<file path="src/rtl/blps_pkg.sv">
package blps_pkg;

  // Width of every channel countdown timer.
  localparam int TIMER_BITS = 8;

  typedef logic [TIMER_BITS-1:0] timer_t;
  typedef logic [2:0]            mode_t;
  typedef logic [7:0]            ticks_t;
  typedef logic [1:0]            chan_t;

  // Channel modes; codes five to seven behave as off.
  localparam mode_t MODE_OFF     = 3'd0;
  localparam mode_t MODE_ON      = 3'd1;
  localparam mode_t MODE_SHORT   = 3'd2;
  localparam mode_t MODE_LONG    = 3'd3;
  localparam mode_t MODE_MEANDER = 3'd4;

  // Input operations.
  localparam logic OP_TICK = 1'b0;
  localparam logic OP_SET  = 1'b1;

  // Channel numbers.
  localparam chan_t CH_BUZZER = 2'd0;
  localparam chan_t CH_RED    = 2'd1;
  localparam chan_t CH_GREEN  = 2'd2;
  localparam chan_t CH_WHITE  = 2'd3;

  // Configuration register indexes.
  localparam logic [1:0] CFG_SHORT_TICKS   = 2'd0;
  localparam logic [1:0] CFG_LONG_TICKS    = 2'd1;
  localparam logic [1:0] CFG_MEANDER_TICKS = 2'd2;
  localparam logic [1:0] CFG_SOUND_ENABLE  = 2'd3;

  // A loaded tick count keeps only the bits the timer can hold.
  function automatic timer_t load_ticks(input ticks_t ticks);
    return timer_t'(ticks);
  endfunction

endpackage

</file>
<file path="src/rtl/buzzer_lamp_pattern_sequencer.sv">
// Buzzer and lamp pattern sequencer. Each beat on the input channel is either
// a tick, which advances the buzzer and the red, green and white lamps by one
// step of their patterns, or a set-mode command for one channel. Every input
// beat produces exactly one output beat carrying the four pin levels after
// that beat. The block takes one input beat per clock cycle unless stalled:
// the whole update is a few timer decrements and compares done in the cycle
// the beat is accepted, and the new pin levels are presented from registers
// in the next cycle. The output register is the only thing that can hold the
// input back: while a result waits for out_ready, in_ready stays low, and it
// is high in the same cycle the waiting result is taken. Configuration writes
// are taken in every cycle (cfg_ready is always high) and should only be
// issued while no beat is in flight. Lamp pins always follow the lamp status;
// the buzzer pin copies the buzzer status only on beats that touch the buzzer
// while sound_enable is set, and otherwise holds its level.
module buzzer_lamp_pattern_sequencer (
  input  logic       clk,
  input  logic       rst,
  // Configuration write channel.
  input  logic       cfg_valid,
  output logic       cfg_ready,
  input  logic [1:0] cfg_index,
  input  logic [7:0] cfg_data,
  // Input channel.
  input  logic       in_valid,
  output logic       in_ready,
  input  logic       operation,
  input  logic [1:0] channel,
  input  logic [2:0] mode_code,
  // Output channel.
  output logic       out_valid,
  input  logic       out_ready,
  output logic       buzzer_out,
  output logic       red_out,
  output logic       green_out,
  output logic       white_out
);

  // Configuration registers.
  blps_pkg::ticks_t short_ticks;
  blps_pkg::ticks_t long_ticks;
  blps_pkg::ticks_t meander_ticks;
  logic             sound_enable;

  // Per-channel state; index 0 is the buzzer, 1 to 3 are the lamps.
  blps_pkg::mode_t  mode   [4];
  blps_pkg::timer_t timer  [4];
  logic [3:0]       status;
  logic             buzzer_pin;

  blps_pkg::mode_t  mode_next   [4];
  blps_pkg::timer_t timer_next  [4];
  logic [3:0]       status_next;
  logic             buzzer_pin_next;

  blps_pkg::timer_t timer_dec [4];
  blps_pkg::timer_t ld_short;
  blps_pkg::timer_t ld_long;
  blps_pkg::timer_t ld_meander;

  logic in_accept;

  // The output register is freed when its beat is taken, so a new input
  // beat can enter in the same cycle.
  assign in_ready  = !out_valid || out_ready;
  assign in_accept = in_valid && in_ready;
  assign cfg_ready = 1'b1;

  assign ld_short   = blps_pkg::load_ticks(short_ticks);
  assign ld_long    = blps_pkg::load_ticks(long_ticks);
  assign ld_meander = blps_pkg::load_ticks(meander_ticks);

  for (genvar g = 0; g < 4; g++) begin : g_dec
    assign timer_dec[g] = timer[g] - blps_pkg::timer_t'(1);
  end

  always_comb begin
    for (int i = 0; i < 4; i++) begin
      mode_next[i]  = mode[i];
      timer_next[i] = timer[i];
    end
    status_next     = status;
    buzzer_pin_next = buzzer_pin;

    if (in_accept) begin
      if (operation == blps_pkg::OP_TICK) begin
        // Buzzer: short and long give one beep, then fall to off. A zero
        // timer in those modes keeps the mode but stays silent.
        case (mode[0])
          blps_pkg::MODE_SHORT, blps_pkg::MODE_LONG: begin
            status_next[0] = 1'b0;
            if (timer[0] != '0) begin
              timer_next[0] = timer_dec[0];
              if (timer_dec[0] != '0) begin
                status_next[0] = 1'b1;
              end else begin
                mode_next[0] = blps_pkg::MODE_OFF;
              end
            end
          end
          blps_pkg::MODE_MEANDER: begin
            if (timer[0] != '0) begin
              timer_next[0] = timer_dec[0];
              if (timer_dec[0] == '0) begin
                status_next[0] = !status[0];
                timer_next[0]  = ld_meander;
              end
            end
          end
          default: begin
            // Steady on and the unused codes act as off for the buzzer.
            status_next[0] = 1'b0;
            mode_next[0]   = blps_pkg::MODE_OFF;
          end
        endcase

        // Lamps repeat their pattern; a zero timer freezes the status.
        for (int i = 1; i < 4; i++) begin
          case (mode[i])
            blps_pkg::MODE_SHORT, blps_pkg::MODE_LONG, blps_pkg::MODE_MEANDER: begin
              if (timer[i] != '0) begin
                timer_next[i] = timer_dec[i];
                if (timer_dec[i] == '0) begin
                  if (mode[i] == blps_pkg::MODE_MEANDER) begin
                    status_next[i] = !status[i];
                    timer_next[i]  = ld_meander;
                  end else if (status[i]) begin
                    status_next[i] = 1'b0;
                    timer_next[i]  = (mode[i] == blps_pkg::MODE_SHORT) ? ld_long : ld_short;
                  end else begin
                    status_next[i] = 1'b1;
                    timer_next[i]  = (mode[i] == blps_pkg::MODE_SHORT) ? ld_short : ld_long;
                  end
                end
              end
            end
            blps_pkg::MODE_ON: begin
              status_next[i] = 1'b1;
            end
            default: begin
              status_next[i] = 1'b0;
              mode_next[i]   = blps_pkg::MODE_OFF;
            end
          endcase
        end

        if (sound_enable) begin
          buzzer_pin_next = status_next[0];
        end
      end else if (channel == blps_pkg::CH_BUZZER) begin
        mode_next[0] = mode_code;
        case (mode_code)
          blps_pkg::MODE_SHORT: begin
            timer_next[0]  = ld_short;
            status_next[0] = 1'b1;
          end
          blps_pkg::MODE_LONG: begin
            timer_next[0]  = ld_long;
            status_next[0] = 1'b1;
          end
          blps_pkg::MODE_MEANDER: begin
            timer_next[0]  = ld_meander;
            status_next[0] = 1'b1;
          end
          default: begin
            timer_next[0]  = '0;
            status_next[0] = 1'b0;
          end
        endcase
        if (sound_enable) begin
          buzzer_pin_next = status_next[0];
        end
      end else begin
        // Lamp set; steady on and off leave the timer as it is.
        for (int i = 1; i < 4; i++) begin
          if (channel == 2'(i)) begin
            mode_next[i] = mode_code;
            case (mode_code)
              blps_pkg::MODE_SHORT: begin
                timer_next[i]  = ld_short;
                status_next[i] = 1'b1;
              end
              blps_pkg::MODE_LONG: begin
                timer_next[i]  = ld_long;
                status_next[i] = 1'b1;
              end
              blps_pkg::MODE_MEANDER: begin
                timer_next[i]  = ld_meander;
                status_next[i] = 1'b1;
              end
              blps_pkg::MODE_ON: begin
                status_next[i] = 1'b1;
              end
              default: begin
                status_next[i] = 1'b0;
              end
            endcase
          end
        end
      end
    end
  end

  always_ff @(posedge clk) begin
    if (rst) begin
      short_ticks   <= 8'd10;
      long_ticks    <= 8'd50;
      meander_ticks <= 8'd25;
      sound_enable  <= 1'b1;
    end else if (cfg_valid && cfg_ready) begin
      case (cfg_index)
        blps_pkg::CFG_SHORT_TICKS:   short_ticks   <= cfg_data;
        blps_pkg::CFG_LONG_TICKS:    long_ticks    <= cfg_data;
        blps_pkg::CFG_MEANDER_TICKS: meander_ticks <= cfg_data;
        blps_pkg::CFG_SOUND_ENABLE:  sound_enable  <= cfg_data[0];
        default: ;
      endcase
    end
  end

  always_ff @(posedge clk) begin
    if (rst) begin
      for (int i = 0; i < 4; i++) begin
        mode[i]  <= blps_pkg::MODE_OFF;
        timer[i] <= '0;
      end
      status     <= '0;
      buzzer_pin <= 1'b0;
      out_valid  <= 1'b0;
    end else begin
      for (int i = 0; i < 4; i++) begin
        mode[i]  <= mode_next[i];
        timer[i] <= timer_next[i];
      end
      status     <= status_next;
      buzzer_pin <= buzzer_pin_next;
      if (in_accept) begin
        out_valid <= 1'b1;
      end else if (out_ready) begin
        out_valid <= 1'b0;
      end
    end
  end

  // State only moves on an accepted beat, and no beat is accepted while a
  // result is stalled, so the state registers double as the result register.
  assign buzzer_out = buzzer_pin;
  assign red_out    = status[blps_pkg::CH_RED];
  assign green_out  = status[blps_pkg::CH_GREEN];
  assign white_out  = status[blps_pkg::CH_WHITE];

endmodule

</file>
<file path="config.mk">
export PLATFORM = sky130hd
export DESIGN_NAME = buzzer_lamp_pattern_sequencer
export DESIGN_NICKNAME = d
export VERILOG_FILES = /design/src/rtl/blps_pkg.sv /design/src/rtl/buzzer_lamp_pattern_sequencer.sv
export SDC_FILE = /design/constraint.sdc
export NUM_CORES = 1
export LEC_CHECK = 0
export BUFFER_PORTS_ARGS = -buffer_cell sky130_fd_sc_hd__buf_2
export CORE_MARGIN = 2
export CORE_UTILIZATION = 58
export CTS_BUF_LIST = sky130_fd_sc_hd__clkbuf_4
export CTS_CLUSTER_SIZE = 24
export DETAILED_ROUTE_END_ITERATION = 6
export MAX_ROUTING_LAYER = met4
export PLACE_DENSITY = 0.79
export SYNTH_ARGS = -nofsm -noshare
export SYNTH_HDL_FRONTEND = slang
export SYNTH_SLANG_ARGS = --single-unit
</file>
<file path="constraint.sdc">
create_clock -name clk -period 2.42 [get_ports clk]
set_input_delay 0.363 -clock clk [delete_from_list [all_inputs] [get_ports clk]]
set_output_delay 0.363 -clock clk [all_outputs]
set_load 0.03 [all_outputs]
</file>
==> flow_metrics.tcl <==
set metrics [dict create \
    cts_buffers 9 \
    r2r-end "timer[3][3]" \
    busiest_layer "met2" \
    drc 0 \
    syn_inst 719 \
    initial_utilization_pct 59.68 \
    cts_tree "done" \
    post-synth-top-count-cell "nor2_1" \
    final_nets 782 \
    vdd_drop_max_uv 295.4 \
    worst_pin_slew_ns 0.6947 \
    met3_usage_pct 5.521 \
    relSlewSlack_pct 53.47 \
    dr.pass1.iters 6 \
    power_density_nw_per_um2 477.7 \
    num_antenna_cells 0 \
    holdWs_ns 0.1216 \
    finish.utilization_pct 66.62 \
    path_buf_inv 1 \
    die_h_um 101.5 \
    antenna_left 0 \
    rsz0062_at_grt "yes" \
    synthesis.area_um2 5514 \
    wl_per_cell_um 19.85 \
    required_ns 2.81 \
    placedCellCount 860 \
    cts_max_level 3 \
    hp-start "cfg_data[1]" \
    met2_usage_pct 52.83 \
    synth_flop_cell "dfxtp_1" \
    yosysWarnings 0 \
    maxCapViolations 0 \
    clock_sinks 75 \
    vias_per_cell 6.579 \
    grt_pass1_wl_um 27220 \
    synth.lib_cells_used.distinct 81 \
    stdcell_count 886 \
    yosysTopAreaCell "dfxtp_1" \
    fin_crit_ns 2.408 \
    switching_power_w 0.001097 \
    synth_edf_count 0 \
    ys_seq_area_share_pct 27.23 \
    r2r_slack_ns 0.01 \
    clkTransAtPathRegs_ns 0.17 \
    synth-async-reset-ratio_pct 0 \
    fin_crit_sh_pct 99.52 \
    netlist_top_cells_count "nor2_1 (93), dfxtp_1 (75), nand2_1 (72), a21oi_1 (39), mux2i_1 (34)" \
    drive_above_1_share_pct 18.36 \
    synth.area.top_cells "dfxtp_1 (27%), nor2_1 (6.3%), mux2i_1 (6.2%)" \
    finalHoldViolCount 0 \
    io_pins 28 \
    die_x_um 101.5 \
    pwr-share-seq_pct 46.7 \
    insertion_delay_ns 0.47 \
    die-area_um2 10300 \
    crit_path_max_incr_delay_ns 0.59 \
    p_leak_nw 2.452 \
    drtIter0Drc 574 \
    area_growth_pct 11.64 \
    antenna_found_initial 0 \
    rr_startpoint "timer[3][0]" \
    path_delay_family "simple AND/OR/NAND/NOR gates" \
    min_path_type "input port to flop" \
    grt_pass1_vias 5139 \
    min_path_cells 2 \
    hold_end "ld_short[1]" \
    power_w 0.002940 \
    place_area_um2 5868 \
    grt_max_degree 28 \
    pwr-share-clk_pct 27.0 \
    cts_hold_buf 0 \
    globalRouteOverflowTotal 0 \
    use_met1_pct 47.28 \
    wirelength_um 17580 \
    clock_skew_ns 0.03071 \
    synth_top_area_share_pct 27.23 \
    ys_seq_elements 75 \
    syn_nets 749 \
    finalInstanceArea_um2 6156 \
    start_kind "flop" \
    switching_share_pct 37.29 \
    numPortBuffers 26 \
    cp_data_arrival_time_ns 2.80 \
    cts_root_buf "clkbuf_4" \
    worstRegToRegCells 8 \
    dp_hpwl_um 12680 \
    cts_buffer_depth 2 \
    postSynthAreaPerCell_um2 7.669 \
    end_kind "flop" \
    status "finished clean" \
    vias 5829 \
    max_freq_ghz 0.4152 \
    grtUsageTotal_pct 34.99 \
    p_int_w 0.001844 \
    slew_viol_final 0 \
    path_depth 8 \
    path_max_fanout 5 \
    path_cells "inv_4 -> ha_4 -> or3b_4 -> or4_4 -> o2111ai_4 -> a211oi_2 -> o311a_1 -> a31o_2" \
    worstSetupPathType "flop to flop" \
    setup_viol 0 \
    cpMaxStageDelayCell "or4_4" \
    p_comb_share_pct 26.3 \
    rows 35 \
    routabilityCongestion 1.017 \
    core_um2 9240 \
]
stage by stage:
step,worst slack (ns),setup TNS [ns]
2_1_floorplan,0.1744,0
3_3_place_gp,0.02862,0
3_5_place_dp,-0.02767,-0.03696
4_1_cts,0.01724,0
5_1_grt,-0.1004,-0.2809
6_report,0.01170,0
flip-flops by register name, summed over array words and instances (netlist names):
| name | cells |
|---|---|
| ld_meander | 8 |
| sound_enable | 1 |
| timer | 32 |
| ld_long | 8 |
| ld_short | 8 |
| mode | 12 |
| status | 4 |
| buzzer_out | 1 |
| out_valid | 1 |
worst max path at each step:
stage	start	endpoint	slack, ns
floorplan	timer[3][0]	timer[3][4]	0.17
global placement	timer[2][0]	timer[2][1]	0.03
detailed placement	timer[2][0]	timer[2][1]	-0.03
CTS	timer[2][0]	timer[2][1]	0.02
global route	timer[3][1]	timer[3][2]	-0.10
finish	timer[3][0]	timer[3][3]	0.01
power groups by stage:
| stage | sequential, W | clock, W | combinational, W |
|---|---|---|---|
| detailed placement | 0.00140 | 0 | 0.000726 |
| finish | 0.00137 | 0.000795 | 0.000772 |
| floorplan | 0.00137 | 0 | 0.000525 |
| global placement | 0.00139 | 0 | 0.000711 |
| global route | 0.00138 | 0.000851 | 0.000839 |
| CTS | 0.00137 | 0.000789 | 0.000737 |
cell type report:
cell class | instances | area, um2
Clock buffer | 9 | 67.56
Clock inverter | 7 | 62.56
Fill cell | 807 | 3084
Inverter | 26 | 100.1
Multi-Input combinational cell | 563 | 3744
Sequential cell | 75 | 1508
Tap cell | 129 | 161.4
Timing Repair Buffer | 77 | 513.0
cells in the final DEF, fill, tap and decap left out, types with 4 or more instances in the layout:
cell type	synthesis	routed
nor3_1	11	10
ha_1	9	8
clkbuf_4	0	9
a21oi_1	39	39
xor2_1	4	4
o211a_1	4	4
a221oi_1	5	5
a32oi_1	7	7
o311ai_0	7	7
inv_6	0	4
and3_1	4	4
a311oi_1	5	4
nor4_1	4	4
o21ai_0	32	32
o31ai_1	6	6
nor2_1	93	93
nand3b_1	8	8
o2111ai_1	5	5
a31oi_1	13	13
nor3b_1	9	9
nand3_1	16	16
dfxtp_1	75	72
nand2b_1	14	14
nand4_1	7	7
nor2b_1	4	4
inv_1	26	24
a31o_2	5	5
a211oi_1	22	21
nand2_1	72	72
buf_4	3	51
a211o_1	4	4
or3b_2	4	4
xnor2_1	12	12
buf_2	13	26
mux2i_1	34	34
o211ai_1	10	10
a22oi_1	10	10
cell families (layout without fill, tap and decap cells):
| logic type | after synthesis | count (layout) | share of synthesized area (%) |
|---|---|---|---|
| DFF | 75 | 75 | 27.23 |
| adders and majority gates | 9 | 9 | 2.042 |
| xor gates and xnor gates | 16 | 16 | 2.541 |
| and+or+nand+nor | 280 | 280 | 26.23 |
| other | 1 | 1 | 0.06801 |
| AOI/OAI and AO/OA | 219 | 220 | 28.75 |
| buffers and inverters | 82 | 119 | 6.353 |
| muxes | 37 | 37 | 6.785 |
repair_timing:
action / in CTS / in global routing
pin swaps: 1 / 8
setup endpoints to repair: 3 / 20
gates resized for setup: 3 / 15
cloned: 0 / 1
setup buffers: 2 / 7
layer usage:
metal | up-vias | wire length [um]
li1 | 2729 | -
met1 | 2743 | 7521
met2 | 309 | 8027
met3 | 48 | 1537
met4 | 0 | 498
met5 | - | 0
(Power assumes the default switching activity.)
